==> src/dss_pkg.sv <==
// Shared types and constants for the SERVFAIL reply synthesiser.
package dss_pkg;

    // Query parsing phases
    typedef enum logic [2:0] {
        PH_HEADER  = 3'd0,
        PH_LEN     = 3'd1,
        PH_BODY    = 3'd2,
        PH_POINTER = 3'd3,
        PH_TAIL    = 3'd4,
        PH_DONE    = 3'd5,
        PH_ERROR   = 3'd6
    } t_phase;

    // Header and name layout
    localparam logic [3:0] HDR_LAST   = 4'd11;   // final header byte index
    localparam logic [3:0] HDR_RD_IDX = 4'd2;    // flags high byte
    localparam logic [3:0] HDR_RC_IDX = 4'd3;    // flags low byte
    localparam logic [3:0] HDR_ZERO_IDX = 4'd6;  // counts after QDCOUNT start here, zeroed
    localparam logic [5:0] TAIL_LEN   = 6'd4;
    localparam logic [7:0] PTR_MASK   = 8'hc0;

    // Reply flags
    localparam logic [15:0] QR_BIT         = 16'h8000;
    localparam logic [15:0] RA_BIT         = 16'h0080;
    localparam logic [15:0] RCODE_SERVFAIL = 16'h0002;
    localparam logic [15:0] RD_BIT         = 16'h0100;
    localparam logic [15:0] FLAGS_BASE     = QR_BIT | RA_BIT | RCODE_SERVFAIL;

    // One queued request from front to back: a data byte, a verdict, or both
    typedef struct packed {
        logic       has_data;
        logic [7:0] data;
        logic       has_verdict;
        logic       no_reply;
    } t_entry;

endpackage

==> src/dss_front.sv <==
// Front end: walks the query byte by byte and classifies each into reply requests.
module dss_front (
    input  logic            i_clk,
    input  logic            i_rst_n,
    input  logic            i_accept,
    input  logic [7:0]      i_query_byte,
    input  logic            i_last,
    output dss_pkg::t_entry o_entry,
    output logic            o_entry_valid
);
    import dss_pkg::*;

    t_phase     r_phase, n_phase;
    logic [5:0] r_count, n_count;
    logic [3:0] r_hdr_idx, n_hdr_idx;
    logic       emit;
    logic [7:0] emit_byte;
    logic [5:0] count_dec;

    assign count_dec = r_count - 6'd1;

    // Phase update and byte rewriting
    always_comb begin
        n_phase   = r_phase;
        n_count   = r_count;
        n_hdr_idx = r_hdr_idx;
        emit      = 1'b0;
        emit_byte = i_query_byte;
        case (r_phase)
            PH_HEADER: begin
                emit = 1'b1;
                if (r_hdr_idx == HDR_RD_IDX) begin
                    emit_byte = FLAGS_BASE[15:8] | (RD_BIT[15:8] & i_query_byte);
                end else if (r_hdr_idx == HDR_RC_IDX) begin
                    emit_byte = FLAGS_BASE[7:0];
                end else if (r_hdr_idx >= HDR_ZERO_IDX) begin
                    emit_byte = 8'h00;
                end
                if (r_hdr_idx >= HDR_LAST) begin
                    n_hdr_idx = 4'd0;
                    n_phase   = PH_LEN;
                end else begin
                    n_hdr_idx = r_hdr_idx + 4'd1;
                end
            end
            PH_LEN: begin
                if (i_query_byte == 8'h00) begin
                    emit    = 1'b1;
                    n_count = TAIL_LEN;
                    n_phase = PH_TAIL;
                end else if ((i_query_byte & PTR_MASK) == PTR_MASK) begin
                    emit    = 1'b1;
                    n_phase = PH_POINTER;
                end else if ((i_query_byte & PTR_MASK) != 8'h00) begin
                    n_phase = PH_ERROR;
                end else begin
                    emit    = 1'b1;
                    n_count = i_query_byte[5:0];
                    n_phase = PH_BODY;
                end
            end
            PH_BODY: begin
                emit    = 1'b1;
                n_count = count_dec;
                if (count_dec == 6'd0) begin
                    n_phase = PH_LEN;
                end
            end
            PH_POINTER: begin
                emit    = 1'b1;
                n_count = TAIL_LEN;
                n_phase = PH_TAIL;
            end
            PH_TAIL: begin
                emit    = 1'b1;
                n_count = count_dec;
                if (count_dec == 6'd0) begin
                    n_phase = PH_DONE;
                end
            end
            default: begin
            end
        endcase

        // Request towards the back end; verdict judged on the updated phase
        o_entry.has_data    = emit;
        o_entry.data        = emit_byte;
        o_entry.has_verdict = i_last;
        o_entry.no_reply    = (n_phase != PH_DONE);
        o_entry_valid       = i_accept & (emit | i_last);

        // End of message returns to the reset state
        if (i_last) begin
            n_phase   = PH_HEADER;
            n_count   = 6'd0;
            n_hdr_idx = 4'd0;
        end
    end

    // Parser state
    always_ff @(posedge i_clk) begin
        if (!i_rst_n) begin
            r_phase   <= PH_HEADER;
            r_count   <= 6'd0;
            r_hdr_idx <= 4'd0;
        end else if (i_accept) begin
            r_phase   <= n_phase;
            r_count   <= n_count;
            r_hdr_idx <= n_hdr_idx;
        end
    end

endmodule

==> src/dss_queue.sv <==
// Short request queue between the front and back ends.
module dss_queue #(
    parameter int DEPTH = 4
) (
    input  logic            i_clk,
    input  logic            i_rst_n,
    input  logic            i_push,
    input  dss_pkg::t_entry i_entry,
    output logic            o_full,
    input  logic            i_pop,
    output dss_pkg::t_entry o_head,
    output logic            o_empty
);
    import dss_pkg::*;

    localparam int PTR_W = (DEPTH > 1) ? $clog2(DEPTH) : 1;
    localparam int CNT_W = $clog2(DEPTH + 1);
    localparam logic [PTR_W-1:0] PTR_END = PTR_W'(DEPTH - 1);
    localparam logic [CNT_W-1:0] CNT_FULL = CNT_W'(DEPTH);

    t_entry           r_slot [DEPTH];
    logic [PTR_W-1:0] r_wr_ptr, r_rd_ptr;
    logic [CNT_W-1:0] r_count;
    logic             do_push, do_pop;

    assign o_full  = (r_count == CNT_FULL);
    assign o_empty = (r_count == '0);
    assign do_push = i_push & ~o_full;
    assign do_pop  = i_pop & ~o_empty;
    assign o_head  = r_slot[r_rd_ptr];

    // Storage
    always_ff @(posedge i_clk) begin
        if (do_push) begin
            r_slot[r_wr_ptr] <= i_entry;
        end
    end

    // Pointers and fill level
    always_ff @(posedge i_clk) begin
        if (!i_rst_n) begin
            r_wr_ptr <= '0;
            r_rd_ptr <= '0;
            r_count  <= '0;
        end else begin
            if (do_push) begin
                r_wr_ptr <= (r_wr_ptr == PTR_END) ? '0 : r_wr_ptr + PTR_W'(1);
            end
            if (do_pop) begin
                r_rd_ptr <= (r_rd_ptr == PTR_END) ? '0 : r_rd_ptr + PTR_W'(1);
            end
            if (do_push && !do_pop) begin
                r_count <= r_count + CNT_W'(1);
            end else if (do_pop && !do_push) begin
                r_count <= r_count - CNT_W'(1);
            end
        end
    end

endmodule

==> src/dss_back.sv <==
// Back end: turns queued requests into reply bytes and verdict items.
module dss_back (
    input  logic            i_clk,
    input  logic            i_rst_n,
    input  dss_pkg::t_entry i_head,
    input  logic            i_head_empty,
    output logic            o_head_pop,
    input  logic            i_pop,
    output logic            o_empty,
    output logic [7:0]      o_reply_byte,
    output logic            o_verdict_item,
    output logic            o_no_reply
);
    import dss_pkg::*;

    logic r_data_sent;   // data half of the head request already delivered
    logic show_data;
    logic taken;

    assign show_data = i_head.has_data & ~r_data_sent;
    assign o_empty   = i_head_empty;
    assign taken     = i_pop & ~i_head_empty;

    // Head request leaves once its last item is taken
    assign o_head_pop = taken & ~(show_data & i_head.has_verdict);

    assign o_reply_byte   = show_data ? i_head.data : 8'h00;
    assign o_verdict_item = ~show_data;
    assign o_no_reply     = show_data ? 1'b0 : i_head.no_reply;

    // Split tracking for requests carrying a byte and a verdict
    always_ff @(posedge i_clk) begin
        if (!i_rst_n) begin
            r_data_sent <= 1'b0;
        end else if (taken) begin
            r_data_sent <= ~o_head_pop;
        end
    end

endmodule

==> src/dns_servfail_synthesizer.sv <==
// Top level of the streaming SERVFAIL reply synthesiser.
//
// Input channel: a query message, one byte per request on i_query_byte, with
// i_last on its final byte; a request is taken when i_push is high and o_full
// is low. Result channel: reply bytes, each with o_verdict_item low, then one
// verdict item per message (o_verdict_item high, o_no_reply set when the
// reply must be discarded). The oldest result sits on the ports while o_empty
// is low and is taken when i_pop is high.
// Results are registered in the request queue and leave it in order.
// Throughput: one byte per cycle while o_full is low; a final byte that yields
// both a data byte and a verdict gives two result items, the data byte first.
// The parser accepts bytes while the back end stalls until the QUEUE_DEPTH-entry
// request queue fills, then holds o_full high until the receiver pops.
// Reset (synchronous, i_rst_n low) empties the queue and returns the parser
// to the start of a header.
module dns_servfail_synthesizer #(
    parameter int QUEUE_DEPTH = 4
) (
    input  logic       i_clk,
    input  logic       i_rst_n,
    input  logic       i_push,
    output logic       o_full,
    input  logic [7:0] i_query_byte,
    input  logic       i_last,
    input  logic       i_pop,
    output logic       o_empty,
    output logic [7:0] o_reply_byte,
    output logic       o_verdict_item,
    output logic       o_no_reply
);
    import dss_pkg::*;

    t_entry front_entry;
    logic   front_valid;
    t_entry head;
    logic   head_empty;
    logic   head_pop;
    logic   accept;

    assign accept = i_push & ~o_full;

    dss_front u_front (
        .i_clk         (i_clk),
        .i_rst_n       (i_rst_n),
        .i_accept      (accept),
        .i_query_byte  (i_query_byte),
        .i_last        (i_last),
        .o_entry       (front_entry),
        .o_entry_valid (front_valid)
    );

    dss_queue #(
        .DEPTH (QUEUE_DEPTH)
    ) u_queue (
        .i_clk   (i_clk),
        .i_rst_n (i_rst_n),
        .i_push  (front_valid),
        .i_entry (front_entry),
        .o_full  (o_full),
        .i_pop   (head_pop),
        .o_head  (head),
        .o_empty (head_empty)
    );

    dss_back u_back (
        .i_clk          (i_clk),
        .i_rst_n        (i_rst_n),
        .i_head         (head),
        .i_head_empty   (head_empty),
        .o_head_pop     (head_pop),
        .i_pop          (i_pop),
        .o_empty        (o_empty),
        .o_reply_byte   (o_reply_byte),
        .o_verdict_item (o_verdict_item),
        .o_no_reply     (o_no_reply)
    );

endmodule
==> config.mk <==
export PLATFORM = sky130hd
export DESIGN_NAME = dns_servfail_synthesizer
export DESIGN_NICKNAME = d
export VERILOG_FILES = /design/src/dss_pkg.sv /design/src/dss_front.sv /design/src/dss_queue.sv /design/src/dss_back.sv /design/src/dns_servfail_synthesizer.sv
export SDC_FILE = /design/constraint.sdc
export NUM_CORES = 1
export LEC_CHECK = 0
export BUFFER_PORTS_ARGS = -buffer_cell sky130_fd_sc_hd__clkbuf_2
export CORE_MARGIN = 2
export CORE_UTILIZATION = 60
export DETAILED_ROUTE_END_ITERATION = 12
export PLACE_DENSITY = 0.79
export SLEW_MARGIN = 20
export SYNTH_ARGS = -nofsm -noshare
export SYNTH_HDL_FRONTEND = slang
export SYNTH_SLANG_ARGS = --single-unit
==> constraint.sdc <==
create_clock -name i_clk -period 3.3 [get_ports i_clk]
set_input_delay 0.495 -clock i_clk [delete_from_list [all_inputs] [get_ports i_clk]]
set_output_delay 0.495 -clock i_clk [all_outputs]
set_load 0.05 [all_outputs]
==> flow_summary.toml <==
[setup_path]
critPathMaxFanout = 10
r2r_slack_ns = 0.61
crit_end = "u_queue.r_count[2]$_SDFFE_PN0P_"
required_ns = 3.57
path_cells = "mux4_2 -> a31oi_4 -> inv_1 -> ha_1 -> inv_1 -> fa_1 -> xor2_1 -> or3_1 -> a21oi_1"
slowest_stage = "mux4_2"
cpPeakStageDelay_ns = 0.69
critPathKind = "flip-flop to flip-flop"
end_kind = "flip-flop"
start_kind = "flip-flop"
r2r_cells = 9
timing.rr.end = "u_queue.r_count[2]$_SDFFE_PN0P_"
cp_common_cell = "inv_1"
worstPathArrival_ns = 2.96

[clock_network]
clk_pin_slew_ns = 0.07
cts_htree_levels = 3
clk-insertion-delay-late_ns = 0.34
cts.sinks = 67
numCtsBuffers = 9
hold_buffers = 0
cts_resized = 0
postCtsSetupRepairBufs = 0
cts_root_buffer = "clkbuf_8"
clk_path_buf_depth = 2
cts_tree = "built"

[job]
cap_violations = 0

[logic_synthesis]
ys_ff_latch = 67
ys_warn_count = 0
synth_fp_nets = 284
syn_area_um2 = 3290
async_flop_share_pct = 0
synth_cells = 257
postSynthAreaPerCell_um2 = 12.8
ys_types = 55
yosysSeqAreaShare_pct = 54.1
synth_top_cell_area_share_pct = 40.1
synth-edff-count = 44
yosys-top-cells-area = "edfxtp_1 40%, dfxtp_1 14%, mux4_2 7.5%, ha_1 4.9%, and2_1 1.9%"
ys.flop_type = "edfxtp_1"
synth_top_cell_by_area = "edfxtp_1"

[global_routing]
grt_use_met2_pct = 36.1
gr-max-usage-layer = "met2"
use_met1_pct = 28.8
grt_pass1_vias = 2112
antenna_found_initial = 0
use_met3_pct = 4.02
grt_max_degree = 16
grt.total_usage_pct = 22.0
grt_pass1_wl_um = 10200
gr-total-overflow = 0

[timing]
period_share_pct = 81.6
tightest_slew_ns = 0.719
finalSetupViolCount = 0
relSlewSlack_pct = 51.7
hold_viol_final = 0
finalWorstSetupSlack_ns = 0.606
clock_skew_ns = 0.0101
fmax_mhz = 371
drv_slew = 0
tns_ns = 0
period_minus_slack_ns = 2.69
grt_setup_unrepaired = "false"

[route]
wl_um = 6090
drc = 0
drt_iter0_markers = 123
antenna_left = 0
first_pass_iters = 5
via_per_inst = 5.90
wl_per_cell_um = 16.9
vias = 2124

[placement]
dpl.hpwl_um = 4240
placement.setup.worst_slack_ns = 0.493
port-buffer-count = 24
gp_congestion = 0.777

[floorplan]
core_um2 = 5200
boundaryPins = 25
die_w_um = 78.1
row_count = 26
die_h_um = 78.1
start_util_pct = 63.3
dieArea_um2 = 6100

[cells_and_area]
area_delta_synth_final_pct = 11.5
nets = 312
drive_gt1_share_pct = 21.4
final_common_cell = "edfxtp_1"
diodes = 0
layout_common_cells = "44 x edfxtp_1, 24 x clkbuf_2, 23 x dfxtp_1"

[power]
peakVddDrop_uv = 397
cellLeakagePower_nw = 1.38
powerDensity_nw_per_um2 = 742

[worst_hold_path]
min_path_type = "input port to flip-flop"

[status]
status = "finished clean"
[power by group]
group	switching, mW	internal (mW)
sequential	0.0722	1.01
combinational	0.590	0.304
clock	0.307	0.444
total	0.969	1.75
[synth_stat cells, drive strengths merged (3+ instances only)]
cell type / number
edfxtp: 44
nand3b: 3
a21o: 5
a211oi: 4
dfxtp: 23
and2: 12
a22o: 5
xor2: 3
nor3: 4
nor2: 13
nand3: 7
nor3b: 3
nand2b: 4
or3: 3
mux4: 11
buf: 7
nand2: 14
ha: 13
o21ai: 12
a21oi: 6
and3: 9
xnor2: 4
mux2i: 4
inv: 12
[per-stage QoR]
stage	power [mW]	instances	area, um^2	hold slack [ns]	util [%]
3_5_place_dp	1.99	344	3450	0.507	66.3
2_1_floorplan	1.81	257	3290	0.463	-
4_1_cts	2.74	360	3670	0.488	70.5
6_report	2.72	360	3670	0.505	70.5
5_1_grt	2.85	360	3670	0.517	70.5
3_3_place_gp	1.97	344	3450	0.492	66.3
[state kept, by name (all words and copies together), names as in the netlist, named ones only]
register and count:
u_back.r_data_sent 1, u_front.r_count 6, u_front.r_hdr_idx 4, u_front.r_phase 3
u_queue.r_count 3, u_queue.r_rd_ptr 2, u_queue.r_slot 44, u_queue.r_wr_ptr 2
[critical path: cells and delay by family (launching register included)]
family,cells,cell delay [ns]
AOI/OAI and AO/OA,2,0.42
adders and majority gates,2,0.41
DFF,1,0.56
muxes,1,0.69
and+or+nand+nor,1,0.31
xor gates and xnor gates,1,0.08
buffers and inverters,2,0.14
[logic make-up (layout without fill, tap and decap cells)]
| kind of cell | Yosys count | count (layout) | synth area share [%] |
|---|---|---|---|
| simple gates | 79 | 79 | 13.6 |
| flops | 67 | 67 | 54.1 |
| compound gates | 53 | 53 | 12.6 |
| buf+inv | 22 | 55 | 3.57 |
| mux | 15 | 15 | 8.74 |
| fa+ha+maj | 14 | 14 | 5.55 |
| xor+xnor | 7 | 7 | 1.86 |
[how the worst min path moves through the flow]
stage	startpoint	to	slack, ns	cells after the start
after floorplan	u_queue.r_rd_ptr[1]$_SDFFE_PN0P_	flip-flop	0.46	2
after global placement	u_front.r_count[5]$_SDFFE_PN0P_	u_front.r_count[5]$_SDFFE_PN0P_	0.49	1
after detailed placement	u_front.r_count[5]$_SDFFE_PN0P_	u_front.r_count[5]$_SDFFE_PN0P_	0.51	1
after CTS	i_last	u_queue.r_slot[1][1]$_DFFE_PP_	0.49	1
after global routing	i_last	u_queue.r_slot[0][1]$_DFFE_PP_	0.52	1
final	i_last	u_queue.r_slot[0][1]$_DFFE_PP_	0.51	1
[per-layer routing]
layer,vias to the layer above,wire [um]
li1,1029,-
met1,1027,2780
met4,0,119
met2,55,2980
met5,-,0
met3,13,206
[cell type report]
| type | count | area, um^2 |
|---|---|---|
| Multi-Input combinational cell | 168 | 1390 |
| Tap cell | 70 | 87.6 |
| Timing Repair Buffer | 26 | 135 |
| Clock buffer | 11 | 141 |
| Fill cell | 391 | 1530 |
| Clock inverter | 5 | 77.6 |
| Sequential cell | 67 | 1780 |
| Inverter | 13 | 53.8 |
(Power assumes the default switching activity.)
